==> src/gic_pkg.sv <==
// Shared types, constants and helpers for the grid island counter.
// Depends on nothing; imported by the parent store, the controller and the top level.
package gic_pkg;

    localparam int MAX_ROWS  = 32;
    localparam int MAX_COLS  = 32;
    localparam int CELLS     = MAX_ROWS * MAX_COLS;
    localparam int IDX_W     = $clog2(CELLS);
    localparam int DIM_W     = 6;
    localparam int ROW_W     = 5;
    localparam int COL_W     = 5;
    localparam int CNT_W     = 11;
    localparam int CFG_IDX_W = 2;

    localparam logic [CFG_IDX_W-1:0] CFG_GRID_ROWS = CFG_IDX_W'(0);
    localparam logic [CFG_IDX_W-1:0] CFG_GRID_COLS = CFG_IDX_W'(1);

    localparam logic OP_ADD   = 1'b0;
    localparam logic OP_CLEAR = 1'b1;

    typedef struct packed {
        logic             operation;
        logic [ROW_W-1:0] row;
        logic [COL_W-1:0] col;
    } t_in;

    typedef struct packed {
        logic [CNT_W-1:0] island_count;
        logic             ignored;
    } t_out;

    // One cell of the store: land flag and union-find parent.
    typedef struct packed {
        logic             land;
        logic [IDX_W-1:0] parent;
    } t_entry;

    typedef struct packed {
        logic             we;
        logic [IDX_W-1:0] waddr;
        t_entry           wdata;
        logic             re;
        logic [IDX_W-1:0] raddr;
    } t_mem_req;

    typedef enum logic [3:0] {
        S_CLEAR,
        S_IDLE,
        S_SELF_RD,
        S_SELF_CHK,
        S_NB_SEL,
        S_NB_CHK,
        S_FIND_P,
        S_FIND_GP,
        S_DONE
    } t_state;

    typedef enum logic [1:0] {
        NB_DOWN,
        NB_UP,
        NB_RIGHT,
        NB_LEFT
    } t_nbr;

    // Limit a dimension register to the store's maximum.
    function automatic logic [DIM_W-1:0] dim_clamp(input logic [DIM_W-1:0] v, input int maxv);
        if (int'(v) > maxv) begin
            return DIM_W'(maxv);
        end
        return v;
    endfunction

endpackage

==> src/gic_ctrl.sv <==
// Sequencer for the island counter: clearing sweep, land check, neighbor walk,
// path-halving root search and union. Depends on gic_pkg; drives gic_store.
module gic_ctrl
    import gic_pkg::*;
(
    input  logic             i_clk,
    input  logic             i_rst_n,
    input  logic             i_accept,
    input  t_in              i_in,
    input  logic [DIM_W-1:0] i_rows,
    input  logic [DIM_W-1:0] i_cols,
    input  t_entry           i_rdata,
    input  logic             i_res_take,
    output t_mem_req         o_req,
    output logic             o_idle,
    output logic             o_res_valid,
    output t_out             o_res
);

    t_state           r_state, n_state;
    logic [IDX_W-1:0] r_sweep, n_sweep;
    logic             r_clr_item, n_clr_item;
    logic [ROW_W-1:0] r_row, n_row;
    logic [COL_W-1:0] r_col, n_col;
    logic [IDX_W-1:0] r_self, n_self;
    logic [IDX_W-1:0] r_x, n_x;
    logic [IDX_W-1:0] r_rn, n_rn;
    logic             r_phase, n_phase;
    t_nbr             r_k, n_k;
    logic [CNT_W-1:0] r_count, n_count;
    logic             r_ignored, n_ignored;

    logic                   in_grid;
    logic [ROW_W+DIM_W:0]   self_wide;
    logic                   nb_ok;
    logic [IDX_W-1:0]       nb_idx;
    logic                   last_k;
    logic                   at_root;

    assign in_grid   = (DIM_W'(i_in.row) < i_rows) && (DIM_W'(i_in.col) < i_cols);
    assign self_wide = (ROW_W+DIM_W+1)'(i_in.row) * (ROW_W+DIM_W+1)'(i_cols)
                     + (ROW_W+DIM_W+1)'(i_in.col);
    assign last_k    = (r_k == NB_LEFT);
    assign at_root   = (i_rdata.parent == r_x);

    always_comb begin
        unique case (r_k)
            NB_DOWN: begin
                nb_ok  = (DIM_W'(r_row) + DIM_W'(1)) < i_rows;
                nb_idx = r_self + IDX_W'(i_cols);
            end
            NB_UP: begin
                nb_ok  = (r_row != '0);
                nb_idx = r_self - IDX_W'(i_cols);
            end
            NB_RIGHT: begin
                nb_ok  = (DIM_W'(r_col) + DIM_W'(1)) < i_cols;
                nb_idx = r_self + IDX_W'(1);
            end
            NB_LEFT: begin
                nb_ok  = (r_col != '0);
                nb_idx = r_self - IDX_W'(1);
            end
            default: begin
                nb_ok  = 1'b0;
                nb_idx = r_self;
            end
        endcase
    end

    // Next state
    always_comb begin
        n_state = r_state;
        unique case (r_state)
            S_CLEAR: begin
                if (r_sweep == IDX_W'(CELLS - 1)) begin
                    n_state = r_clr_item ? S_DONE : S_IDLE;
                end
            end
            S_IDLE: begin
                if (i_accept) begin
                    if (i_in.operation == OP_CLEAR) begin
                        n_state = S_CLEAR;
                    end else if (!in_grid) begin
                        n_state = S_DONE;
                    end else begin
                        n_state = S_SELF_RD;
                    end
                end
            end
            S_SELF_RD: n_state = S_SELF_CHK;
            S_SELF_CHK: n_state = i_rdata.land ? S_DONE : S_NB_SEL;
            S_NB_SEL: begin
                if (nb_ok) begin
                    n_state = S_NB_CHK;
                end else begin
                    n_state = last_k ? S_DONE : S_NB_SEL;
                end
            end
            S_NB_CHK: begin
                if (i_rdata.land) begin
                    n_state = S_FIND_P;
                end else begin
                    n_state = last_k ? S_DONE : S_NB_SEL;
                end
            end
            S_FIND_P: begin
                if (!at_root) begin
                    n_state = S_FIND_GP;
                end else if (!r_phase) begin
                    n_state = S_FIND_P;
                end else begin
                    n_state = last_k ? S_DONE : S_NB_SEL;
                end
            end
            S_FIND_GP: n_state = S_FIND_P;
            S_DONE: n_state = i_res_take ? S_IDLE : S_DONE;
            default: n_state = S_IDLE;
        endcase
    end

    // Datapath and store requests
    always_comb begin
        n_sweep    = r_sweep;
        n_clr_item = r_clr_item;
        n_row      = r_row;
        n_col      = r_col;
        n_self     = r_self;
        n_x        = r_x;
        n_rn       = r_rn;
        n_phase    = r_phase;
        n_k        = r_k;
        n_count    = r_count;
        n_ignored  = r_ignored;
        o_req      = '0;
        unique case (r_state)
            S_CLEAR: begin
                o_req.we    = 1'b1;
                o_req.waddr = r_sweep;
                n_sweep     = r_sweep + IDX_W'(1);
            end
            S_IDLE: begin
                if (i_accept) begin
                    n_row     = i_in.row;
                    n_col     = i_in.col;
                    n_self    = IDX_W'(self_wide);
                    n_ignored = 1'b0;
                    if (i_in.operation == OP_CLEAR) begin
                        n_count    = '0;
                        n_clr_item = 1'b1;
                        n_sweep    = '0;
                    end else if (!in_grid) begin
                        n_ignored = 1'b1;
                    end
                end
            end
            S_SELF_RD: begin
                o_req.re    = 1'b1;
                o_req.raddr = r_self;
            end
            S_SELF_CHK: begin
                if (i_rdata.land) begin
                    n_ignored = 1'b1;
                end else begin
                    o_req.we           = 1'b1;
                    o_req.waddr        = r_self;
                    o_req.wdata.land   = 1'b1;
                    o_req.wdata.parent = r_self;
                    n_count            = r_count + CNT_W'(1);
                    n_k                = NB_DOWN;
                end
            end
            S_NB_SEL: begin
                if (nb_ok) begin
                    o_req.re    = 1'b1;
                    o_req.raddr = nb_idx;
                    n_x         = nb_idx;
                    n_phase     = 1'b0;
                end else begin
                    n_k = t_nbr'(r_k + 2'd1);
                end
            end
            S_NB_CHK: begin
                if (!i_rdata.land) begin
                    n_k = t_nbr'(r_k + 2'd1);
                end
            end
            S_FIND_P: begin
                if (!at_root) begin
                    o_req.re    = 1'b1;
                    o_req.raddr = i_rdata.parent;
                end else if (!r_phase) begin
                    // Neighbor root found; start the search from the new cell.
                    n_rn        = r_x;
                    n_phase     = 1'b1;
                    n_x         = r_self;
                    o_req.re    = 1'b1;
                    o_req.raddr = r_self;
                end else begin
                    if (r_rn != r_x) begin
                        o_req.we           = 1'b1;
                        o_req.waddr        = r_x;
                        o_req.wdata.land   = 1'b1;
                        o_req.wdata.parent = r_rn;
                        n_count            = r_count - CNT_W'(1);
                    end
                    n_k = t_nbr'(r_k + 2'd1);
                end
            end
            S_FIND_GP: begin
                // Halve the path: point x at its grandparent and move there.
                o_req.we           = 1'b1;
                o_req.waddr        = r_x;
                o_req.wdata.land   = 1'b1;
                o_req.wdata.parent = i_rdata.parent;
                o_req.re           = 1'b1;
                o_req.raddr        = i_rdata.parent;
                n_x                = i_rdata.parent;
            end
            S_DONE: begin
                if (i_res_take) begin
                    n_clr_item = 1'b0;
                end
            end
            default: begin
            end
        endcase
    end

    always_ff @(posedge i_clk) begin
        if (!i_rst_n) begin
            r_state    <= S_CLEAR;
            r_sweep    <= '0;
            r_clr_item <= 1'b0;
            r_count    <= '0;
        end else begin
            r_state    <= n_state;
            r_sweep    <= n_sweep;
            r_clr_item <= n_clr_item;
            r_count    <= n_count;
        end
    end

    always_ff @(posedge i_clk) begin
        r_row     <= n_row;
        r_col     <= n_col;
        r_self    <= n_self;
        r_x       <= n_x;
        r_rn      <= n_rn;
        r_phase   <= n_phase;
        r_k       <= n_k;
        r_ignored <= n_ignored;
    end

    assign o_idle             = (r_state == S_IDLE);
    assign o_res_valid        = (r_state == S_DONE);
    assign o_res.island_count = r_count;
    assign o_res.ignored      = r_ignored;

endmodule

==> config.mk <==
export PLATFORM = sky130hd
export DESIGN_NAME = gic_ctrl
export DESIGN_NICKNAME = d
export VERILOG_FILES = /design/src/gic_pkg.sv /design/src/gic_ctrl.sv
export SDC_FILE = /design/constraint.sdc
export NUM_CORES = 1
export LEC_CHECK = 0
export ABC_AREA = 1
export BUFFER_PORTS_ARGS = -buffer_cell sky130_fd_sc_hd__buf_2
export CORE_AREA = 2 2 163 101
export CTS_BUF_LIST = sky130_fd_sc_hd__clkbuf_8
export DETAILED_ROUTE_END_ITERATION = 10
export DIE_AREA = 0 0 165 103
export PLACE_DENSITY_LB_ADDON = 0.05
export SYNTH_ARGS = -nofsm -noshare
export SYNTH_HDL_FRONTEND = slang
export SYNTH_SLANG_ARGS = --single-unit
==> constraint.sdc <==
create_clock -name i_clk -period 4.6 [get_ports i_clk]
set_input_delay 0.69 -clock i_clk [delete_from_list [all_inputs] [get_ports i_clk]]
set_output_delay 0.69 -clock i_clk [all_outputs]
set_load 0.005 [all_outputs]
==> results.md <==
- Num CTS Buffers: 9
- CTS Root Cell: clkbuf_8
- Critical path's top delay family: adder cells
- I/O pin count: 85
- Area delta synth->final: 12.67%
- Peak VDD IR: between 150 and 200 uV
- DRT met1 WL: approximately 12 mm
- FF-to-FF path depth: 15
- Internal power: approximately 1100 uW
- HPWL Detailed: ~17 mm
- Hold path startpoint: r_count[7]
- Status: completed
- Post-synth cell types: 43
- Worst hold path depth: 2
- Row count: 36
- RSZ-0062 raised after global routing: false
- Synth top area share: between 10% and 20%
- Initial drt markers: approximately 640
- Sequential fraction of design power: 41.9%
- Crit path kind: reg -> out
- NetSw: 508.3 uW
- Synth warn: 0
- CTS tree: done
- Slew @ Worst Pin: 1.158 ns
- Switching part of the total power: between 30% and 40%
- Critical Path End Type: output port
- PwrDens: 211.1 mW/mm2
- Highest Signal Layer: met4
- Reg-to-Reg Start: r_k[0]
- Post-synthesis sequential area ratio: 26.83%
- DRT Pass-1 Iters: 5
- Area leader, netlist: edfxtp_1
- Starting Density: between 40% and 50%
- Postcts setup bufs: 0
- Period utilisation layout: between 90% and 100%
- Tot GR Track Use: approximately a quarter
- Worst-skew pair later-pin latency: around 0.39 ns
- Count of final setup violators: 0
- Initial antenna violation count: 0
- WP data arrival: 3.56 ns
- First-pass GRT wire length: ~33 mm
- CTS hold repair buffers: 0
- CP startpoint kind: flop
- Mapped Cells: between 900 and 1,000
- DR WL met2: 7.123 mm
- Post-route DRC violation count: 0
- WL met3: about 1.6 mm
- Reg clk slew, reported paths: around 0.08 ns
- Clock Power Share: 37.1%
- R2R Path End: r_x[8]
- CTS max path bufs: 2
- CTS H-tree lvls: 3
- DIE AREA: between 0.015 and 0.02 mm2
- Final antenna-violating net count: 0
- Seq cells post-synth: 70
- CP max FO: 7
- HP Class: reg -> reg
- Die X: roughly 170 um
- Largest net degree at the start of global routing: 26
- Relative slew slack: between 20 and 25%
- GRT overflow: 0
- CTS Sinks: 70
- Max-cap viol count: 0
- Syn nets: around 1,100
- Comb pwr share: roughly a fifth
- LEAKAGE: 0.003989 uW
- Vias in the first global route: between 5,000 and 6,000
- Fmax: 235.4 MHz
- Final worst setup slack: 0.3526 ns
- Placed insts: ~1,300
- Post-DR vias/cell: between 4 and 5
- Clock Skew: between 0.015 and 0.02 ns
- Crit. Startpoint: r_k[0]
- Setup TNS Final: 0 ns
- Slew Limit Fails: 0
- Final instance count without filler cells: ~1,300
- Antenna diodes: 0
- IO Port Bufs: 84
- Critical Path RT: between 3 and 4 ns
- DR vias: 6,473
- Total Routed Length: 20.56 mm
- Crit path top cell by count: inv_1
- Max stage delay cell, worst path: fa_1
- Cell area after synthesis: approximately 0.0069 mm2
- Fraction of layout cells with a size suffix above 1: 13.63%
- Gpl congestion: a little over 0.9
- Final hold vios: 0
- Placement Setup Slack: 0.6663 ns
- Hold Path End: r_count[7]
- Crit-path cells: inv_1 > ha_1 > nor2_1 > a22oi_1 > ha_1 > inv_1 > fa_1 > nand3_1 > nand3_1 > xor2_1 > inv_1 > nand2_1 > nand4_1 > buf_2
- NumNets Final: approximately 1,200
- Post-Syn Area per Cell: a little under 7 um2
- Fillers: 1,649
- Area contributors post-synth: edfxtp_1 (19%), nand2_1 (17%), ha_1 (12%), inv_1 (9.0%), dfxtp_1 (7.6%)
- Buf+Inv Stages, Crit Path: 4
- Worst R2R Setup Slack: between 1 and 1.5 ns
- Drt wl/cell: roughly 16 um
- Post-route minimum period: between 4 and 5 ns
- CP peak stage delay: roughly 0.48 ns
- Cts repair resizes: 0
- Core area: 0.01572 mm2
- Die height: 103 um
==> how the worst max path moves through the flow <==
stage                endpoint  cells past startpoint
floorplan           r_self[8]                     15
global placement     o_req[7]                     18
detailed placement  r_self[8]                     15
CTS                  o_req[4]                     14
global route         o_req[4]                     14
finish               o_req[4]                     14
==> per-layer routing <==
metal  vias up  global-route usage, %
met5         -                      0
met4         0                  4.615
met3        14                  4.666
met2       229                  31.54
met1      2868                  43.82
li1       3362                      -
==> worst min-delay path: stages, from the launching register on <==
cell and delay (ns):
dfxtp_1 0.33, nand2_1 0.06, a21oi_1 0.05
==> state kept, by name, summed over array words and instances (netlist names) <==
name and cells:
r_ignored 1, r_phase 1, r_row 5, r_self 10, r_count 11, r_clr_item 1, r_x 10, r_col 5
r_rn 10, r_k 2, r_sweep 10, r_state 4
==> through the flow <==
stage	hold slack [ns]	util, %	instance area (um2)	power [uW]
after detailed placement	0.4744	47.76	7507	1036
after floorplan	0.4536	-	6865	934.5
after CTS	0.4875	49.20	7735	1653
after global placement	0.4720	47.76	7507	1037
final	0.4842	49.20	7735	1633
after global routing	0.5117	49.20	7735	1736
==> cells by family after synthesis <==
kind of cell	Yosys count	synth area share, %
simple gates	508	30.78
buf+inv	193	10.84
compound gates	113	10.63
fa+ha+maj	83	17.10
flops	70	26.83
xor+xnor	30	3.827
==> power by group through the flow <==
stage	logic [uW]	clock network, uW	registers [uW]
global route	400	652	684
finish	342	607	684
global placement	339	0	698
CTS	341	627	684
detailed placement	338	0	698
floorplan	237	0	698
==> final cells by class <==
| class | count | area [um2] | area share, % |
|---|---|---|---|
| Clock inverter | 7 | 103.9 | 1.343 |
| Inverter | 177 | 664.4 | 8.589 |
| Multi-Input combinational cell | 734 | 4282 | 55.35 |
| Sequential cell | 70 | 1842 | 23.81 |
| Tap cell | 209 | 261.5 | 3.381 |
| Clock buffer | 9 | 123.9 | 1.601 |
| Timing Repair Buffer | 89 | 457.9 | 5.920 |
==> Yosys cell counts <==
| library cell | number |
|---|---|
| edfxtp_1 | 44 |
| o21ai_0 | 23 |
| nand3_1 | 62 |
| a22o_1 | 2 |
| xnor2_1 | 7 |
| nor3b_1 | 2 |
| a21o_1 | 2 |
| o221ai_1 | 1 |
| nor3_1 | 8 |
| nor2_4 | 3 |
| clkbuf_1 | 9 |
| fa_1 | 18 |
| a211oi_1 | 1 |
| buf_2 | 4 |
| o31ai_1 | 2 |
| nand3b_1 | 1 |
| nand2_1 | 320 |
| a41oi_1 | 1 |
| o211ai_1 | 23 |
| nor2_1 | 80 |
| nor2_2 | 7 |
| o21bai_1 | 3 |
| nor4_1 | 1 |
| nand4_1 | 13 |
| ha_1 | 65 |
| o21bai_4 | 1 |
| nand2_4 | 1 |
| inv_2 | 13 |
| a21boi_0 | 1 |
| a21oi_1 | 36 |
| xor2_1 | 23 |
| a31oi_1 | 3 |
| o2111ai_1 | 4 |
| o21ai_2 | 1 |
| o41ai_1 | 2 |
| nand2_2 | 7 |
| or2_2 | 3 |
| dfxtp_1 | 26 |
| a21oi_2 | 6 |
| a22oi_1 | 1 |
| inv_1 | 164 |
| buf_4 | 2 |
| buf_6 | 1 |
==> cell usage in the layout (no fill, tap or decap), drive strengths merged, types with 3 or more instances in the layout <==
master   synthesis  final
ha              65     65
nand3           62     62
dfxtp           26     26
buf              7     89
xnor2            7      7
a21oi           42     42
o211ai          23     23
o2111ai          4      4
inv            177    181
o21ai           24     24
o21bai           4      4
a31oi            3      3
nor3             8      8
or2              3      3
fa              18     18
clkbuf           9      9
nand2          328    328
nand4           13     13
xor2            23     23
nor2            90     90
edfxtp          44     44
No activity file was read; power rests on OpenSTA's default activity.
